===== config.mk =====
export PLATFORM = sky130hd
export DESIGN_NAME = format_string_number_formatter_core
export DESIGN_NICKNAME = d
export VERILOG_FILES = /design/src/hdl/fsnf_pkg.sv /design/src/hdl/fsnf_bcd_cell.sv /design/src/hdl/fsnf_bcd_row.sv /design/src/hdl/format_string_number_formatter_core.sv
export SDC_FILE = /design/constraint.sdc
export NUM_CORES = 1
export LEC_CHECK = 0
export ABC_AREA = 1
export BUFFER_PORTS_ARGS = -buffer_cell sky130_fd_sc_hd__buf_2
export CELL_PAD_IN_SITES_DETAIL_PLACEMENT = 1
export CELL_PAD_IN_SITES_GLOBAL_PLACEMENT = 2
export CORE_ASPECT_RATIO = 0.8
export CORE_MARGIN = 8
export CORE_UTILIZATION = 39
export CTS_CLUSTER_DIAMETER = 120
export DETAILED_ROUTE_END_ITERATION = 8
export PLACE_DENSITY_LB_ADDON = 0.1
export SETUP_SLACK_MARGIN = 0.3
export SYNTH_ARGS = -nofsm -noshare
export SYNTH_HDL_FRONTEND = slang
export SYNTH_SLANG_ARGS = --single-unit

===== constraint.sdc =====
create_clock -name clk_i -period 13.1 [get_ports clk_i]
set_input_delay 2.62 -clock clk_i [delete_from_list [all_inputs] [get_ports clk_i]]
set_output_delay 2.62 -clock clk_i [all_outputs]
set_load 0.02 [all_outputs]

===== src/hdl/fsnf_pkg.sv =====
`timescale 1ns / 1ps
`default_nettype none
package fsnf_pkg;

  localparam int unsigned FSNF_POINTER_BITS = 32;
  localparam int unsigned FSNF_NUM_DIG      = 20;
  localparam logic [31:0] FSNF_BUF_RESET    = 32'd8192;

  typedef struct packed {
    logic [7:0]  fmt_char;
    logic [63:0] arg_value;
  } in_item_t;

  typedef struct packed {
    logic [7:0]  out_char;
    logic        run_end;
    logic        string_end;
    logic [31:0] char_count;
  } out_item_t;

  typedef struct packed {
    logic clear;
    logic shift;
    logic data;
  } bcd_ctrl_t;

  typedef enum logic [1:0] {
    PH_TEXT,
    PH_PCT,
    PH_ZERO,
    PH_CONV
  } phase_e;

  typedef enum logic [1:0] {
    ST_IDLE,
    ST_DABBLE,
    ST_COUNT,
    ST_EMIT
  } state_e;

  typedef enum logic {
    MODE_HEX,
    MODE_DEC
  } mode_e;

  localparam logic [7:0] CH_NUL   = 8'h00;
  localparam logic [7:0] CH_PCT   = 8'h25;
  localparam logic [7:0] CH_DOT   = 8'h2e;
  localparam logic [7:0] CH_MINUS = 8'h2d;
  localparam logic [7:0] CH_SPACE = 8'h20;
  localparam logic [7:0] CH_0     = 8'h30;
  localparam logic [7:0] CH_1     = 8'h31;
  localparam logic [7:0] CH_9     = 8'h39;

  function automatic logic [7:0] hex_char(input logic [3:0] nib, input logic upper);
    logic [7:0] r;
    if (nib < 4'd10) begin
      r = CH_0 + {4'h0, nib};
    end else if (upper) begin
      r = 8'h41 + {4'h0, nib - 4'd10};
    end else begin
      r = 8'h61 + {4'h0, nib - 4'd10};
    end
    return r;
  endfunction

endpackage
`default_nettype wire


===== src/hdl/fsnf_bcd_cell.sv =====
`timescale 1ns / 1ps
`default_nettype none
module fsnf_bcd_cell (
  input  wire logic       clk_i,
  input  wire logic       clear_i,
  input  wire logic       shift_i,
  input  wire logic       carry_i,
  output logic            carry_o,
  output logic [3:0]      digit_o
);

  logic [3:0] digit_q, digit_d, adj;

  always_comb begin
    adj     = (digit_q >= 4'd5) ? digit_q + 4'd3 : digit_q;
    carry_o = adj[3];
    digit_d = digit_q;
    if (clear_i) begin
      digit_d = 4'd0;
    end else if (shift_i) begin
      digit_d = {adj[2:0], carry_i};
    end
  end

  always_ff @(posedge clk_i) begin
    digit_q <= digit_d;
  end

  assign digit_o = digit_q;

endmodule
`default_nettype wire


===== src/hdl/fsnf_bcd_row.sv =====
`timescale 1ns / 1ps
`default_nettype none
module fsnf_bcd_row #(
  parameter int unsigned NumDig = fsnf_pkg::FSNF_NUM_DIG
) (
  input  wire logic                  clk_i,
  input  wire fsnf_pkg::bcd_ctrl_t   ctrl_i,
  output logic [NumDig-1:0][3:0]     digits_o
);

  logic [NumDig:0] carry;

  assign carry[0] = ctrl_i.data;

  for (genvar g = 0; g < NumDig; g++) begin : g_cell
    fsnf_bcd_cell u_cell (
      .clk_i   (clk_i),
      .clear_i (ctrl_i.clear),
      .shift_i (ctrl_i.shift),
      .carry_i (carry[g]),
      .carry_o (carry[g+1]),
      .digit_o (digits_o[g])
    );
  end

endmodule
`default_nettype wire


===== src/hdl/format_string_number_formatter_core.sv =====
// Timing: a text byte gives its item, registered, in the cycle after it is taken; a hex
// conversion moves to ST_EMIT, which registers each digit. Decimal conversions shift the
// 32- or 64-bit magnitude through a row of 20 BCD cells in ST_DABBLE and size the field
// in ST_COUNT before ST_EMIT. Throughput: one text byte a cycle while the output is not
// stalled; a conversion holds the input until its last item.
// Reset: asynchronous, active low; buffer size returns to 8192 and the run state clears.
`timescale 1ns / 1ps
`default_nettype none
module format_string_number_formatter_core #(
  parameter int unsigned POINTER_BITS = fsnf_pkg::FSNF_POINTER_BITS
) (
  input  wire logic                clk_i,
  input  wire logic                rst_ni,
  input  wire logic                in_valid_i,
  output logic                     in_ready_o,
  input  wire fsnf_pkg::in_item_t  in_item_i,
  output logic                     out_valid_o,
  input  wire logic                out_ready_i,
  output fsnf_pkg::out_item_t      out_item_o,
  input  wire logic                cfg_we_i,
  input  wire logic [31:0]         cfg_data_i
);

  localparam int unsigned NumDig = fsnf_pkg::FSNF_NUM_DIG;
  localparam int unsigned PDigRaw = POINTER_BITS / 4;
  localparam int unsigned PDig = (PDigRaw < 8) ? 8 : ((PDigRaw > 16) ? 16 : PDigRaw);

  fsnf_pkg::state_e    state_q, state_d;
  fsnf_pkg::phase_e    phase_q, phase_d;
  fsnf_pkg::mode_e     mode_q, mode_d;
  logic [3:0]          pw_q, pw_d;
  logic                pz_q, pz_d;
  logic [31:0]         written_q, written_d;
  logic                full_q, full_d;
  logic [31:0]         buf_q;
  logic                out_valid_q, out_valid_d;
  fsnf_pkg::out_item_t out_q, out_d;
  logic [63:0]         arg_q, arg_d;
  logic [63:0]         mag_q, mag_d;
  logic [6:0]          iter_q, iter_d;
  logic [4:0]          idx_q, idx_d;
  logic [4:0]          nd_q, nd_d;
  logic                upper_q, upper_d;
  logic                minus_q, minus_d;

  fsnf_pkg::bcd_ctrl_t     bcd_ctrl;
  logic [NumDig-1:0][3:0]  digits;

  fsnf_bcd_row #(.NumDig(NumDig)) u_row (
    .clk_i    (clk_i),
    .ctrl_i   (bcd_ctrl),
    .digits_o (digits)
  );

  logic [31:0] limit;
  logic        slot_free, at_limit, last_fit;
  logic        accept;
  logic [7:0]  c;
  logic [63:0] a;
  logic [31:0] neg32;
  logic [4:0]  nd_calc, len_calc;
  logic [7:0]  ch;
  logic        seq_last;

  assign limit      = buf_q - 32'd1;
  assign slot_free  = !out_valid_q || out_ready_i;
  assign at_limit   = written_q >= limit;
  assign last_fit   = (written_q + 32'd1) == limit;
  assign in_ready_o = (state_q == fsnf_pkg::ST_IDLE) && slot_free;
  assign accept     = in_valid_i && in_ready_o;
  assign c          = in_item_i.fmt_char;
  assign a          = in_item_i.arg_value;
  assign neg32      = 32'd0 - a[31:0];

  always_comb begin
    nd_calc = 5'd1;
    for (int i = 1; i < NumDig; i++) begin
      if (digits[i] != 4'd0) begin
        nd_calc = 5'(i + 1);
      end
    end
    len_calc = (nd_calc > {1'b0, pw_q}) ? nd_calc : {1'b0, pw_q};
  end

  always_comb begin
    state_d     = state_q;
    phase_d     = phase_q;
    mode_d      = mode_q;
    pw_d        = pw_q;
    pz_d        = pz_q;
    written_d   = written_q;
    full_d      = full_q;
    out_valid_d = out_valid_q && !out_ready_i;
    out_d       = out_q;
    arg_d       = arg_q;
    mag_d       = mag_q;
    iter_d      = iter_q;
    idx_d       = idx_q;
    nd_d        = nd_q;
    upper_d     = upper_q;
    minus_d     = minus_q;
    bcd_ctrl    = '0;
    ch          = fsnf_pkg::CH_NUL;
    seq_last    = 1'b1;
    unique case (state_q)
      fsnf_pkg::ST_IDLE: begin
        if (accept) begin
          logic do_conv, single;
          do_conv = 1'b0;
          single  = 1'b0;
          if (c == fsnf_pkg::CH_NUL) begin
            out_valid_d = 1'b1;
            out_d       = '{out_char: fsnf_pkg::CH_NUL, run_end: 1'b1,
                            string_end: 1'b1, char_count: written_q};
            phase_d     = fsnf_pkg::PH_TEXT;
            pw_d        = 4'd0;
            pz_d        = 1'b0;
            written_d   = 32'd0;
            full_d      = 1'b0;
          end else if (!full_q) begin
            unique case (phase_q)
              fsnf_pkg::PH_TEXT: begin
                if (c == fsnf_pkg::CH_PCT) begin
                  phase_d = fsnf_pkg::PH_PCT;
                end else begin
                  single = 1'b1;
                  ch     = c;
                end
              end
              fsnf_pkg::PH_PCT: begin
                if (c == fsnf_pkg::CH_0 || c == fsnf_pkg::CH_DOT) begin
                  pw_d    = 4'd0;
                  phase_d = fsnf_pkg::PH_ZERO;
                end else if (c >= fsnf_pkg::CH_1 && c <= fsnf_pkg::CH_9) begin
                  pw_d    = c[3:0];
                  pz_d    = 1'b0;
                  phase_d = fsnf_pkg::PH_CONV;
                end else begin
                  do_conv = 1'b1;
                end
              end
              fsnf_pkg::PH_ZERO: begin
                if (c >= fsnf_pkg::CH_0 && c <= fsnf_pkg::CH_9) begin
                  pw_d    = c[3:0];
                  pz_d    = 1'b1;
                  phase_d = fsnf_pkg::PH_CONV;
                end else begin
                  do_conv = 1'b1;
                end
              end
              default: do_conv = 1'b1;
            endcase
            if (do_conv) begin
              phase_d = fsnf_pkg::PH_TEXT;
              arg_d   = a;
              upper_d = (c[5] == 1'b0);
              minus_d = 1'b0;
              unique case (c)
                fsnf_pkg::CH_PCT: begin single = 1'b1; ch = fsnf_pkg::CH_PCT; end
                8'h63, 8'h43: begin single = 1'b1; ch = a[7:0]; end
                8'h64, 8'h69, 8'h44, 8'h49: begin
                  mode_d   = fsnf_pkg::MODE_DEC;
                  minus_d  = a[31];
                  mag_d    = {(a[31] ? neg32 : a[31:0]), 32'd0};
                  iter_d   = 7'd32;
                  bcd_ctrl.clear = 1'b1;
                  state_d  = fsnf_pkg::ST_DABBLE;
                end
                8'h75, 8'h55: begin
                  mode_d   = fsnf_pkg::MODE_DEC;
                  mag_d    = {a[31:0], 32'd0};
                  iter_d   = 7'd32;
                  bcd_ctrl.clear = 1'b1;
                  state_d  = fsnf_pkg::ST_DABBLE;
                end
                8'h6c: begin
                  mode_d   = fsnf_pkg::MODE_DEC;
                  mag_d    = a;
                  iter_d   = 7'd64;
                  bcd_ctrl.clear = 1'b1;
                  state_d  = fsnf_pkg::ST_DABBLE;
                end
                8'h4c: begin
                  mode_d   = fsnf_pkg::MODE_DEC;
                  minus_d  = a[63];
                  mag_d    = a[63] ? 64'd0 - a : a;
                  iter_d   = 7'd64;
                  bcd_ctrl.clear = 1'b1;
                  state_d  = fsnf_pkg::ST_DABBLE;
                end
                8'h62, 8'h42: begin
                  mode_d = fsnf_pkg::MODE_HEX; idx_d = 5'd1; state_d = fsnf_pkg::ST_EMIT;
                end
                8'h77, 8'h57: begin
                  mode_d = fsnf_pkg::MODE_HEX; idx_d = 5'd3; state_d = fsnf_pkg::ST_EMIT;
                end
                8'h78, 8'h58: begin
                  mode_d = fsnf_pkg::MODE_HEX; idx_d = 5'd7; state_d = fsnf_pkg::ST_EMIT;
                end
                8'h71, 8'h51: begin
                  mode_d = fsnf_pkg::MODE_HEX; idx_d = 5'd15; state_d = fsnf_pkg::ST_EMIT;
                end
                8'h70, 8'h50: begin
                  mode_d  = fsnf_pkg::MODE_HEX;
                  idx_d   = 5'(PDig - 1);
                  state_d = fsnf_pkg::ST_EMIT;
                end
                default: ;
              endcase
            end
            if (single) begin
              if (at_limit) begin
                full_d = 1'b1;
              end else begin
                out_valid_d = 1'b1;
                out_d       = '{out_char: ch, run_end: 1'b1, string_end: 1'b0,
                                char_count: written_q + 32'd1};
                written_d   = written_q + 32'd1;
              end
            end
          end
        end
      end
      fsnf_pkg::ST_DABBLE: begin
        bcd_ctrl.shift = 1'b1;
        bcd_ctrl.data  = mag_q[63];
        mag_d          = {mag_q[62:0], 1'b0};
        iter_d         = iter_q - 7'd1;
        if (iter_q == 7'd1) begin
          state_d = fsnf_pkg::ST_COUNT;
        end
      end
      fsnf_pkg::ST_COUNT: begin
        nd_d    = nd_calc;
        idx_d   = len_calc - 5'd1;
        state_d = fsnf_pkg::ST_EMIT;
      end
      default: begin
        if (mode_q == fsnf_pkg::MODE_HEX) begin
          ch       = fsnf_pkg::hex_char(arg_q[{idx_q[3:0], 2'b00} +: 4], upper_q);
          seq_last = (idx_q == 5'd0);
        end else if (minus_q) begin
          ch       = fsnf_pkg::CH_MINUS;
          seq_last = 1'b0;
        end else begin
          ch       = (idx_q < nd_q) ? fsnf_pkg::CH_0 + {4'h0, digits[idx_q]}
                   : (pz_q ? fsnf_pkg::CH_0 : fsnf_pkg::CH_SPACE);
          seq_last = (idx_q == 5'd0);
        end
        if (slot_free) begin
          if (at_limit) begin
            full_d  = 1'b1;
            state_d = fsnf_pkg::ST_IDLE;
          end else begin
            out_valid_d = 1'b1;
            out_d       = '{out_char: ch, run_end: seq_last || last_fit, string_end: 1'b0,
                            char_count: written_q + 32'd1};
            written_d   = written_q + 32'd1;
            if (mode_q == fsnf_pkg::MODE_DEC && minus_q) begin
              minus_d = 1'b0;
            end else if (seq_last) begin
              state_d = fsnf_pkg::ST_IDLE;
            end else begin
              idx_d = idx_q - 5'd1;
            end
          end
        end
      end
    endcase
  end

  always_ff @(posedge clk_i or negedge rst_ni) begin
    if (!rst_ni) begin
      state_q     <= fsnf_pkg::ST_IDLE;
      phase_q     <= fsnf_pkg::PH_TEXT;
      pw_q        <= 4'd0;
      pz_q        <= 1'b0;
      written_q   <= 32'd0;
      full_q      <= 1'b0;
      out_valid_q <= 1'b0;
      buf_q       <= fsnf_pkg::FSNF_BUF_RESET;
    end else begin
      state_q     <= state_d;
      phase_q     <= phase_d;
      pw_q        <= pw_d;
      pz_q        <= pz_d;
      written_q   <= written_d;
      full_q      <= full_d;
      out_valid_q <= out_valid_d;
      if (cfg_we_i) begin
        buf_q <= cfg_data_i;
      end
    end
  end

  always_ff @(posedge clk_i) begin
    out_q   <= out_d;
    arg_q   <= arg_d;
    mag_q   <= mag_d;
    iter_q  <= iter_d;
    idx_q   <= idx_d;
    nd_q    <= nd_d;
    mode_q  <= mode_d;
    upper_q <= upper_d;
    minus_q <= minus_d;
  end

  assign out_valid_o = out_valid_q;
  assign out_item_o  = out_q;

  a_ready_idle: assert property (@(posedge clk_i) disable iff (!rst_ni)
    in_ready_o |-> (state_q == fsnf_pkg::ST_IDLE))
    else $error("input ready outside idle");

  a_term: assert property (@(posedge clk_i) disable iff (!rst_ni)
    (accept && c == fsnf_pkg::CH_NUL) |=>
      (out_valid_q && out_q.string_end && written_q == 32'd0 && !full_q))
    else $error("terminator not produced or run not cleared");

  a_term_end: assert property (@(posedge clk_i) disable iff (!rst_ni)
    (out_valid_q && out_q.string_end) |-> out_q.run_end)
    else $error("terminator without run end");

  a_emit_idx: assert property (@(posedge clk_i) disable iff (!rst_ni)
    (state_q == fsnf_pkg::ST_EMIT) |-> (idx_q < 5'(NumDig)))
    else $error("emit index out of range");

endmodule
`default_nettype wire

==> results.txt, run 1 <==
----------------------------------------------------
[Outcome]
  Run status ... finished clean

[Synth]
  Number of distinct library cells after synthesis ... 69
  Most frequently used flop master after synthesis ... edfxtp_1
  Share of synthesized registers carrying an async set or reset ... 21.7%
  Average footprint of a synthesized cell ... 7.60 µm²
  Number of enable flip-flop cells after synthesis ... 190
  Netlist Area Pre-Place ... 0.0235 mm²
  Synthesized netlist net count ... 3305
  Compound-gate portion of the synthesized area ... 19.1%
  Yosys warning total ... 0
  Combinational family with the most area after synthesis ... simple AND/OR/NAND/NOR gates
  Mux cell area share after synthesis ... 0.383%
  Synth Area in Adders ... 5.32%
  Register bit count reported by yosys ... 345
  Area fraction in and, or, nand and nor cells after synthesis ... 22.0%
  Xor/xnor share of the synthesized area ... 4.95%
  Share of synthesized area occupied by flip-flops and latches ... 39.0%
  Number of standard cells after synthesis ... 3096

[Clock tree]
  Post-cts repair resize count ... 0
  Master cell of the clock root buffer ... clkbuf_16
  H-Tree Level Count ... 2
  Clock-pin slew on the worst setup and hold paths ... 0.06 ns
  Bufs on Longest Clock Path ... 3
  Clk_lat worst skew ... 0.57 ns
  TritonCTS sink count ... 345
  TritonCTS buffer count ... 41
  Number of buffers inserted by post-CTS setup repair ... 0
  # hold bufs at CTS ... 0
  TritonCTS clock tree ... built

[Global route]
  Vias in the first global route ... 23000
  Global-route wire length before repair ... 139000 µm
  Total gr overflow ... 0
  Maximum number of pins on one net before global-route repair ... 99
  Global Route Usage Sum ... 25.8%
  Number of antenna violations at the first check in global routing ... 9

[Layout]
  Fill cell instance count of the final layout ... 7391
  Final #Nets ... 3393
  Fraction of layout instances using a drive strength above 1 ... 10.4%
  Area used by multi-input combinational logic ... 0.0123 mm²
  FF/Latch Area ... 0.00919 mm²
  Most common cell after layout, fill and taps aside ... nand2_1
  Most frequent cells in the layout ... nand2_1, inv_1, o21ai_0
  Share of the core filled with cells ... 44.2%
  Synth-to-Final Area Change ... 12.0%

[Setup path]
  Max FO, Critical Path ... 33
  Type of the setup path with the least slack ... primary input to register
  Crit start category ... primary input
  Worst EP required ... 13.50 ns
  Cell at the slowest stage of the critical path ... nor2_1
  Slowest cell delay on critical path ... 0.99 ns
  Cells traversed along the worst timing path ... buf_2 > inv_1 > nor2_1 > inv_2 > nor2_2 > inv_1 > nor2_1 > nand2_1 > buf_4 > nand2_1 > nor2_1 > inv_1 > nor2_2 > o21ai_0 > o211ai_1
  Arrival time worst endpoint ... 6.40 ns
  Kind of end point of the critical path ... register

[Placed design]
  Half-perimeter wire length after detailed placement ... 68600 µm
  Count of port buffers added during placement ... 152
  Gpl congestion ... 1.01

[Power and ir drop]
  Worst voltage drop across the vdd grid ... 0.105 mV
  Power density cells ... 212 mW/mm²
  Reported leakage power ... 11.3 nW
  Clock Power Share ... 20.9%
  Comb pwr share ... 45.9%
  Cell-internal power ... 3.05 mW
  Power share of the sequential group ... 33.2%
  Total net switching power ... 2.54 mW
  Net Sw Frac ... 45.4%

[Die]
  Placeable core area ... 0.0597 mm²
  Io pins ... 153
  Num rows ... 80
  Die span in x ... 291 µm
  Die Area ... 0.0685 mm²
  Starting density of the core ... 39.5%
  Vertical die dimension ... 236 µm

[Hold path]
  Hold crit path type ... register to register

[Timing]
  Worst clock skew ... 0.0178 ns
  Worst rel slew slack ... 14.5%
  Transition time at the pin with the least slew margin ... 1.28 ns
  Unrepaired setup endpoints after global routing ... false
  Minimum period implied by the final worst setup slack ... 6.00 ns
  Final Slew Violations ... 0
  Total negative slack for setup checks ... 0 ns
  Setup Viol. Count Final ... 0
  Final period util ... 45.8%
  Count of final hold-check violations ... 0
  Maximum clock rate ... 0.167 GHz

[Drt]
  Post-route DRC ... 0
  Final routed wire length divided by cell count ... 23.0 µm
  Pre-Repair DR Iteration Count ... 7
  Via density per instance ... 5.67
  First-iteration detailed-routing DRC count ... 1671
  Total wire length after detailed routing ... 91900 µm
  Vias post-DR ... 22700
  Antenna Violating Nets Remaining ... 0

[Flow run]
  Max-capacitance violation count ... 0

----------------------------------------------------
-- cells by family after synthesis --
logic type      Yosys count
fa+ha+maj               100
compound gates          767
buf+inv                 565
simple gates           1178
flops                   345
xor+xnor                133
mux                       8
-- routing by layer --
layer | share of wire (%) | up-vias | GRT usage [%]
met3 | 9.7 | 111 | 8.41
met2 | 41 | 739 | 36.8
met5 | 0.012 | - | 0
met4 | 1.9 | 2 | 6.03
met1 | 47 | 11100 | 37.3
li1 | - | 10700 | -
-- state kept, by name (all words and copies together) (netlist names), 4 cells and up --
signal                       count
pw_q                             4
written_q                       32
out_item_o                      42
u_row.g_cell.u_cell.digit_o     80
idx_q                            5
nd_q                             5
iter_q                           7
mag_q                           64
buf_q                           32
arg_q                           64
-- power groups by stage --
stage | registers (mW) | logic (mW) | clock network, mW
finish | 1.86 | 2.57 | 1.17
floorplan | 1.83 | 1.74 | 0
global route | 1.90 | 2.89 | 1.24
global placement | 1.85 | 2.44 | 0
CTS | 1.85 | 2.58 | 1.20
detailed placement | 1.86 | 2.56 | 0
-- per-stage QoR --
stage	setup WS, ns	total power [mW]	cell area (µm²)	cells	hold slack, ns
after floorplan	2.68	3.56	23500	3096	0.443
after global placement	6.94	4.29	25000	3920	0.502
after detailed placement	6.70	4.42	25000	3920	0.507
after CTS	7.26	5.63	26300	3995	0.521
after global routing	7.00	6.02	26400	3999	0.540
final	7.10	5.60	26400	4003	0.519
-- synth_stat cells (10+ instances only) --
cell,n,area share [%]
a32oi_1,18,0.67
xor2_1,112,4.2
o211ai_1,47,1.5
nand3_1,96,2.0
inv_2,10,0.16
nor4_1,29,0.77
dfrtp_1,74,7.9
or2_2,12,0.32
a31oi_1,17,0.45
nor2_1,312,5.0
edfxtp_1,190,24
o221ai_1,52,1.9
inv_1,417,6.6
o22ai_1,52,1.4
dfxtp_1,80,6.8
ha_1,100,5.3
nand4_1,28,0.74
o21ai_0,348,7.4
a21oi_1,169,3.6
a211oi_1,11,0.35
xnor2_1,21,0.78
nor3_1,43,0.91
clkbuf_1,104,1.7
nand2_1,594,9.5
buf_2,19,0.40
-- final timing paths --
check / start / endpoint / slack (ns) / cells past startpoint
worst max register to register: buf_q[0]$_DFFE_PN0P_ / idx_q[0]$_SDFFCE_PP1P_ / 7.72 / 21
worst max-delay path: in_item_i[70] / mag_q[36]$_DFFE_PP_ / 7.10 / 15
min in group asynchronous: rst_ni / written_q[3]$_DFFE_PN0P_ / 2.22 / 1
max in group asynchronous: rst_ni / buf_q[30]$_DFFE_PN0P_ / 10.21 / 1
worst min register to register: mag_q[1]$_DFFE_PP_ / mag_q[2]$_DFFE_PP_ / 0.52 / 2
worst min-delay path: mag_q[1]$_DFFE_PP_ / mag_q[2]$_DFFE_PP_ / 0.52 / 2
-- critical path: cells and delay by family --
family | cells | cell delay (ns)
and+or+nand+nor | 7 | 2.22
buffers and inverters | 6 | 1.08
AOI/OAI and AO/OA | 2 | 0.47
-- final cells by class --
| cell class | instances | area share [%] |
|---|---|---|
| inverters | 430 | 6.12 |
| multi-input cells | 2186 | 46.5 |
| clock inverters | 20 | 0.774 |
| clock buffers | 55 | 4.33 |
| diodes | 8 | 0.0759 |
| flip-flops and latches | 345 | 34.8 |
| well taps | 779 | 3.70 |
| repair buffers | 180 | 3.69 |
Power figures use the tool's default switching activity.
==> run 2, diff against run 1 <==
- ABC_AREA: 1 -> 0
- CORE_UTILIZATION: 39 -> 36
- clock period: 13.1 -> 5.5 ns (I/O delays scaled with it)
==> run 2 against run 1 <==
Compared with the run above:
- sequential power is 150% higher
- sequential share of layout area rose by 1.9 points
- wire length is 19% lower
- critical path type is now register to register
- critical path depth is the same
- area after synthesis decreased by 6.6%
- core utilization fell by 3.0 points
- largest cell class unchanged
==> results.txt, run 2 <==
----------------------------------------------------
[Drt]
  Via density per instance ... 5.62 (-0.88%)
  Final routed wire length divided by cell count ... 22.9 µm (-0.18%)
  Total wire length after detailed routing ... 74300 µm (-19%)
  Vias post-DR ... 18200 (-20%)
  First-iteration detailed-routing DRC count ... 1134 (-32%)
  Antenna Violating Nets Remaining ... 0 (unchanged)
  Post-route DRC ... 0 (unchanged)
  Pre-Repair DR Iteration Count ... 8 (+1)

[Placed design]
  Count of port buffers added during placement ... 152 (unchanged)
  Half-perimeter wire length after detailed placement ... 54500 µm (-21%)
  Placement Cell Area ... 0.0236 mm² (-5.6%)
  Worst slack at placement ... 0.366 ns (-6.33 ns)
  Gpl congestion ... 0.859 (-15%)

[Clock tree]
  TritonCTS clock tree ... built
  Clk_lat worst skew ... 0.59 ns (+0.02 ns)
  Clock-pin slew on the worst setup and hold paths ... 0.06 ns (about the same)
  H-Tree Level Count ... 2 (unchanged)
  Bufs on Longest Clock Path ... 3 (unchanged)
  TritonCTS buffer count ... 42 (+2.4%)
  Master cell of the clock root buffer ... clkbuf_16
  Number of buffers inserted by post-CTS setup repair ... 0 (unchanged)
  TritonCTS sink count ... 345 (unchanged)

[Synth]
  Yosys warning total ... 0 (unchanged)
  Xor/xnor share of the synthesized area ... 9.33% (+4.4 points)
  Mux cell area share after synthesis ... 7.53% (+7.1 points)
  Register bit count reported by yosys ... 345 (unchanged)
  Share of synthesized area occupied by flip-flops and latches ... 41.8% (+2.8 points)
  Average footprint of a synthesized cell ... 9.52 µm² (+25%)
  Share of synthesized registers carrying an async set or reset ... 21.7% (unchanged)
  Library cell occupying the most area in the post-synthesis netlist ... edfxtp_1
  Number of standard cells after synthesis ... 2309 (-25%)
  Number of distinct library cells after synthesis ... 90 (+30%)
  Number of enable flip-flop cells after synthesis ... 190 (unchanged)
  Area fraction in and, or, nand and nor cells after synthesis ... 17.6% (-4.4 points)
  Synth Area in Adders ... 5.69% (+0.38 points)
  Most numerous cell in the Yosys netlist ... nor2_1
  Largest cells by area after synthesis ... edfxtp_1, dfrtp_1, dfxtp_1
  Combinational family with the most area after synthesis ... simple AND/OR/NAND/NOR gates
  Most numerous cell types in the synthesized netlist ... nor2_1, nand2_1, edfxtp_1
  Most frequently used flop master after synthesis ... edfxtp_1
  Compound-gate portion of the synthesized area ... 14.3% (-4.9 points)
  Share of the synthesized area in the top cell type ... 26.0% (+1.7 points)
  Netlist Area Pre-Place ... 0.0220 mm² (-6.6%)
  Synthesized netlist net count ... 2518 (-24%)

[Power and ir drop]
  Reported leakage power ... 9.75 nW (-13%)
  Worst voltage drop across the vdd grid ... 0.265 mV (+150%)
  Power density cells ... 523 mW/mm² (+150%)
  Power consumption ... 13.1 mW (+130%)

[Hold path]
  Hold crit path type ... register to register

[Setup path]
  Worst EP required ... 5.75 ns (-7.75 ns)
  Max FO, Critical Path ... 8 (-76%)
  Kind of end point of the critical path ... register
  Crit start category ... register
  Arrival time worst endpoint ... 5.23 ns (-1.17 ns)
  Type of the setup path with the least slack ... register to register

[Layout]
  FF/Latch Area ... 0.00919 mm² (unchanged)
  Area used by multi-input combinational logic ... 0.0120 mm² (-2.0%)
  Post-route cell area ... 0.0250 mm² (-5.2%)
  Final #Nets ... 2630 (-22%)
  Most common cell after layout, fill and taps aside ... nor2_1
  Synth-to-Final Area Change ... 13.7%
  Fraction of layout instances using a drive strength above 1 ... 15.7% (+5.3 points)
  Fill cell instance count of the final layout ... 6898 (-6.7%)
  Most frequent cells in the layout ... nor2_1, nand2_1, edfxtp_1
  Max reg flops ... 80 (unchanged)

[Die]
  Die span in x ... 292 µm (+0.54%)
  Placeable core area ... 0.0607 mm² (+1.8%)
  Die Area ... 0.0693 mm² (+1.1%)
  Vertical die dimension ... 237 µm (+0.53%)
  Num rows ... 81 (+1.3%)
  Starting density of the core ... 36.2% (-3.3 points)
  Io pins ... 153 (unchanged)

[Global route]
  Global Route Usage Sum ... 21.0% (-4.8 points)
  Vias in the first global route ... 18800 (-18%)
  Number of antenna violations at the first check in global routing ... 7 (-2)
  Total gr overflow ... 0 (unchanged)
  Maximum number of pins on one net before global-route repair ... 81 (-18%)
  Global-route wire length before repair ... 115000 µm (-17%)

[Flow run]
  Max-capacitance violation count ... 0 (unchanged)

[Outcome]
  Run status ... finished clean

[Timing]
  Setup Viol. Count Final ... 0 (unchanged)
  Minimum period implied by the final worst setup slack ... 4.98 ns
  Count of final hold-check violations ... 0 (unchanged)
  Total negative slack for setup checks ... 0 ns (unchanged)
  Final period util ... 90.5%
  Transition time at the pin with the least slew margin ... 1.20 ns (-0.0783 ns)
  Maximum clock rate ... 0.201 GHz
  Unrepaired setup endpoints after global routing ... false
  Final Slew Violations ... 0 (unchanged)
  Worst setup margin ... 0.523 ns (-6.57 ns)
  Worst clock skew ... 0.0385 ns (+0.0208 ns)
  Worst rel slew slack ... 19.5% (+4.9 points)

----------------------------------------------------
[run 2: changes by cell type in the layout (fill, tap and decap cells not counted), sizes merged, moves of 27 or more]
| cell | change |
|---|---|
| o211ai | -39 |
| xnor2 | +106 |
| inv | -335 |
| mux4 | +44 |
| nand2b | +31 |
| nand2 | -399 |
| mux2 | +27 |
| mux2i | +27 |
| or3 | +47 |
| nor2 | -98 |
| nand3 | -46 |
| o21ai | -173 |
| o221ai | -45 |
| o22ai | -42 |
[run 2: repair_timing]
action                                  4_1_cts  5_1_grt
endpoints found under the setup margin        0       58
resized for setup                             0        3
hold buffers                                  0        0
[run 2: power breakdown]
group / switching [mW] / leakage [nW] / internal (mW) / total [mW]
combinational: 3.46 / 5.64 / 2.20 / 5.66
clock: 1.20 / 0.678 / 1.65 / 2.85
sequential: 0.742 / 3.43 / 3.82 / 4.57
total: 5.40 / 9.75 / 7.67 / 13.1
[run 2: worst paths after layout]
| kind | startpoint | endpoint | slack [ns] | depth (start not counted) |
|---|---|---|---|---|
| setup / recovery | buf_q[18]$_DFFE_PN0P_ | idx_q[4]$_SDFFCE_PP0P_ | 0.52 | 15 |
| min in group asynchronous | rst_ni | buf_q[0]$_DFFE_PN0P_ | 0.73 | 1 |
| max in group asynchronous | rst_ni | written_q[29]$_DFFE_PN0P_ | 4.08 | 1 |
| hold / removal | pw_q[2]$_DFFE_PN0P_ | pw_q[2]$_DFFE_PN0P_ | 0.51 | 2 |
| hold reg to reg | pw_q[2]$_DFFE_PN0P_ | pw_q[2]$_DFFE_PN0P_ | 0.51 | 2 |
| setup reg to reg | buf_q[18]$_DFFE_PN0P_ | idx_q[4]$_SDFFCE_PP0P_ | 0.52 | 15 |
[run 2: area by class of cell]
type / instances / area share [%]
clock inverters: 31 / 1.07
clock buffers: 46 / 4.44
well taps: 788 / 3.95
repair buffers: 188 / 4.29
multi-input cells: 1750 / 48.1
flip-flops and latches: 345 / 36.8
diodes: 1 / 0.0100
inverters: 94 / 1.42
[run 2: metal layers]
layer  global-route usage [%]  wire [µm]  vias up
li1                         -          -     8568
met1                     30.8      36400     9197
met2                     32.3      32500      349
met3                     3.62       3880       86
met4                     4.44       1450       10
met5                        0         59        -
[run 2: critical path, cell delays in order (launching register included)]
cell     delay [ns]
dfrtp_1        0.40
or4_1          0.54
or2_1          0.30
or3_1          0.48
or3_1          0.40
xor2_1         0.23
ha_1           0.29
a21o_1         0.16
a21o_1         0.16
a21o_1         0.17
a21o_1         0.17
a211o_1        0.30
a21oi_2        0.23
nand2_2        0.20
nor4_1         0.33
o211a_1        0.30
[run 2: kinds of logic (layout without fill, tap and decap cells)]
kind of cell             count (synthesis)  after routing
buffers and inverters                  214            359
adder cells (fa/ha/maj)                100            100
flip-flops                             345            345
multiplexers                           106            106
AND/OR/NAND/NOR                        790            790
AO/OA/AOI/OAI                          523            523
XOR/XNOR                               231            231
other                                    0              1
[run 2: stage by stage]
step,util [%],instances,hold slack (ns)
3_3_place_gp,38.9,3165,0.472
5_1_grt,41.2,3242,0.543
4_1_cts,41.1,3242,0.511
3_5_place_dp,38.9,3165,0.479
6_report,41.2,3243,0.508
2_1_floorplan,-,2309,0.450
==> run 3, diff against run 2 <==
- REMOVE_ABC_BUFFERS: unset -> 1
- SYNTH_HIERARCHICAL: unset -> 1
==> run 3 against run 2 <==
Compared with the run above:
- sequential cell count is the same
- register-to-register slack gained 0.11 ns
- via count grew 6.9%
- sequential power grew 5.7%
- worst setup slack gained 0.11 ns
- hold slack lost 0.044 ns
- global-route usage shrank 0.31 points
- total power grew 3.9%
- maximum frequency grew 2.3%
- critical path type unchanged
- critical endpoint is now written_q[3]$_DFFE_PN0P_
- highest routed layer is now met4
==> results.txt, run 3 <==
----------------------------------------------------
[Global route]
  Number of antenna violations at the first check in global routing ... 0 (-7)
  Global Route Usage Sum ... 20.7% (-0.31 points)
  Total gr overflow ... 0 (unchanged)
  Vias in the first global route ... 19800 (+5.2%)
  Maximum number of pins on one net before global-route repair ... 161 (+99%)
  Global-route wire length before repair ... 121000 µm (+4.5%)

[Die]
  Starting density of the core ... 36.5% (+0.30 points)
  Num rows ... 82 (+1.2%)
  Die Area ... 0.0720 mm² (+4.0%)
  Vertical die dimension ... 242 µm (+2.0%)
  Die span in x ... 298 µm (+2.0%)
  Io pins ... 153 (unchanged)
  Placeable core area ... 0.0628 mm² (+3.4%)

[Timing]
  Transition time at the pin with the least slew margin ... 1.09 ns (-0.107 ns)
  Worst setup margin ... 0.633 ns (+0.110 ns)
  Worst rel slew slack ... 27.2% (+7.7 points)
  Minimum period implied by the final worst setup slack ... 4.87 ns (-0.110 ns)
  Count of final hold-check violations ... 0 (unchanged)
  Unrepaired setup endpoints after global routing ... false
  Final period util ... 88.5% (-2.0 points)
  Fin Hold WS ... 0.464 ns (-0.0437 ns)
  Maximum clock rate ... 0.205 GHz (+2.3%)
  Worst clock skew ... 0.0292 ns (-0.00935 ns)
  Setup Viol. Count Final ... 0 (unchanged)
  Final Slew Violations ... 0 (unchanged)

[Layout]
  Fill cell instance count of the final layout ... 7119 (+3.2%)
  Final #Nets ... 2694 (+2.4%)
  Fraction of layout instances using a drive strength above 1 ... 15.1% (-0.67 points)
  Synth-to-Final Area Change ... 13.8%
  Max reg flops ... 80 (unchanged)
  Most common cell after layout, fill and taps aside ... nand2_1
  Most frequent cells in the layout ... nand2_1, edfxtp_1, o21ai_0
  Post-route cell area ... 0.0261 mm² (+4.4%)

[Drt]
  Post-route DRC ... 0 (unchanged)
  Final routed wire length divided by cell count ... 23.0 µm (+0.47%)
  Via density per instance ... 5.78 (+3.0%)
  Pre-Repair DR Iteration Count ... 4 (-4)
  Total wire length after detailed routing ... 77400 µm (+4.2%)
  Antenna Violating Nets Remaining ... 0 (unchanged)
  First-iteration detailed-routing DRC count ... 1411 (+24%)
  Vias post-DR ... 19500 (+6.9%)

[Power and ir drop]
  Reported leakage power ... 9.54 nW (-2.1%)
  Power density cells ... 521 mW/mm² (-0.47%)
  Worst voltage drop across the vdd grid ... 0.328 mV (+24%)
  Power consumption ... 13.6 mW (+3.9%)

[Setup path]
  Worst R2R Path Depth ... 18 (+3)
  Kind of end point of the critical path ... register
  Cells traversed along the worst timing path ... inv_1 > ha_1 > or4b_4 > or3_1 > nor4_4 > buf_4 > xnor2_1 > ha_1 > a21o_1 > a21o_1 > a21o_1 > a21o_1 > a211oi_1 > nor2_1 > a211o_4 > buf_6 > or4_1 > a21oi_1
  CP Capture Point ... written_q[3]$_DFFE_PN0P_
  CP dominant cell by count ... a21o_1
  Max FO, Critical Path ... 38 (+30)
  Type of the setup path with the least slack ... register to register
  CP Launch Point ... buf_q[0]$_DFFE_PN0P_
  Slowest cell delay on critical path ... 0.55 ns (about the same)
  Endpoint of the worst-slack reg-to-reg timing path ... written_q[3]$_DFFE_PN0P_
  Crit start category ... register
  Cell at the slowest stage of the critical path ... or4b_4
  Worst flop-to-flop path startpoint ... buf_q[0]$_DFFE_PN0P_
  Arrival time worst endpoint ... 5.36 ns (+0.13 ns)
  R2r setup slk ... 0.63 ns (+0.11 ns)
  Worst EP required ... 5.99 ns (+0.24 ns)

[Clock tree]
  Master cell of the clock root buffer ... clkbuf_16
  TritonCTS clock tree ... built
  TritonCTS buffer count ... 43 (+2.4%)
  Clock-pin slew on the worst setup and hold paths ... 0.06 ns (about the same)
  TritonCTS sink count ... 345 (unchanged)
  Bufs on Longest Clock Path ... 3 (unchanged)
  Clk_lat worst skew ... 0.60 ns (about the same)
  # hold bufs at CTS ... 0 (unchanged)
  H-Tree Level Count ... 2 (unchanged)

[Flow run]
  Max-capacitance violation count ... 0 (unchanged)

[Synth]
  Netlist Area Pre-Place ... 0.0229 mm² (+4.3%)
  Average footprint of a synthesized cell ... 9.63 µm² (+1.1%)
  Yosys warning total ... 6 (+6)
  Number of standard cells after synthesis ... 2381 (+3.1%)

[Placed design]
  Placement Cell Area ... 0.0245 mm² (+4.0%)
  Worst slack at placement ... 0.214 ns (-0.153 ns)
  Half-perimeter wire length after detailed placement ... 54800 µm (+0.57%)
  Count of port buffers added during placement ... 152 (unchanged)
  Gpl congestion ... 0.850 (-0.98%)

[Outcome]
  Run status ... finished clean

[Hold path]
  Hold crit path type ... primary input to asynchronous set/reset pin

----------------------------------------------------
run 3: area by class of cell:
cell class                      instances  area (µm²)  share of cell area, %
Inverter                               94         353                   1.35
Tap cell                              840        1050                   4.03
Clock buffer                           62        1210                   4.63
Multi-Input combinational cell       1807       12900                   49.4
Antenna cell                            1        2.50                0.00959
Clock inverter                         18         234                  0.897
Timing Repair Buffer                  197        1150                   4.43
Sequential cell                       345        9190                   35.2
run 3: critical path: cells and delay by family (launching register included):
family / cells / cell delay (ns)
buffers and inverters: 3 / 0.50
flip-flops: 1 / 0.40
XOR/XNOR: 1 / 0.09
AO/OA/AOI/OAI: 7 / 1.47
AND/OR/NAND/NOR: 5 / 1.87
adder cells (fa/ha/maj): 2 / 0.42
run 3: timing repair:
action	4_1_cts	5_1_grt
resized for setup	2	11
pin swaps	0	3
setup buffers	0	3
endpoints found under the setup margin	37	79
cloned	0	0
run 3: per-layer routing:
metal / share of wire, % / global-route usage [%] / vias up / wire length (µm)
met5: 0 / 0 / - / 0
met4: 2.1 / 5.09 / 0 / 1640
met3: 4.4 / 2.78 / 91 / 3420
met2: 43 / 30.5 / 382 / 33100
met1: 51 / 31.6 / 9864 / 39200
li1: - / - / 9121 / -
run 3: power breakdown:
group	leakage (nW)	switching (mW)	internal [mW]	total (mW)
logic	5.51	3.42	2.40	5.82
clock network	0.697	1.22	1.73	2.95
registers	3.34	0.987	3.84	4.83
total	9.54	5.62	7.97	13.6
run 3: through the flow:
| stage | TNS, ns | cells | util (%) |
|---|---|---|---|
| after floorplan | -642.20 | 2246 | - |
| after global placement | 0 | 3280 | 39.1 |
| after detailed placement | 0 | 3280 | 39.1 |
| after CTS | 0 | 3360 | 41.4 |
| after global routing | 0 | 3363 | 41.5 |
| final | 0 | 3364 | 41.5 |
run 3: worst min path at each step:
stage / end / slack (ns) / depth (start not counted)
floorplan: pw_q[2]$_DFFE_PN0P_ / 0.45 / 2
global placement: pw_q[1]$_DFFE_PN0P_ / 0.51 / 2
detailed placement: mag_q[15]$_DFFE_PP_ / 0.52 / 2
CTS: buf_q[29]$_DFFE_PN0P_ / 0.45 / 1
global route: buf_q[29]$_DFFE_PN0P_ / 0.49 / 1
finish: buf_q[29]$_DFFE_PN0P_ / 0.46 / 1
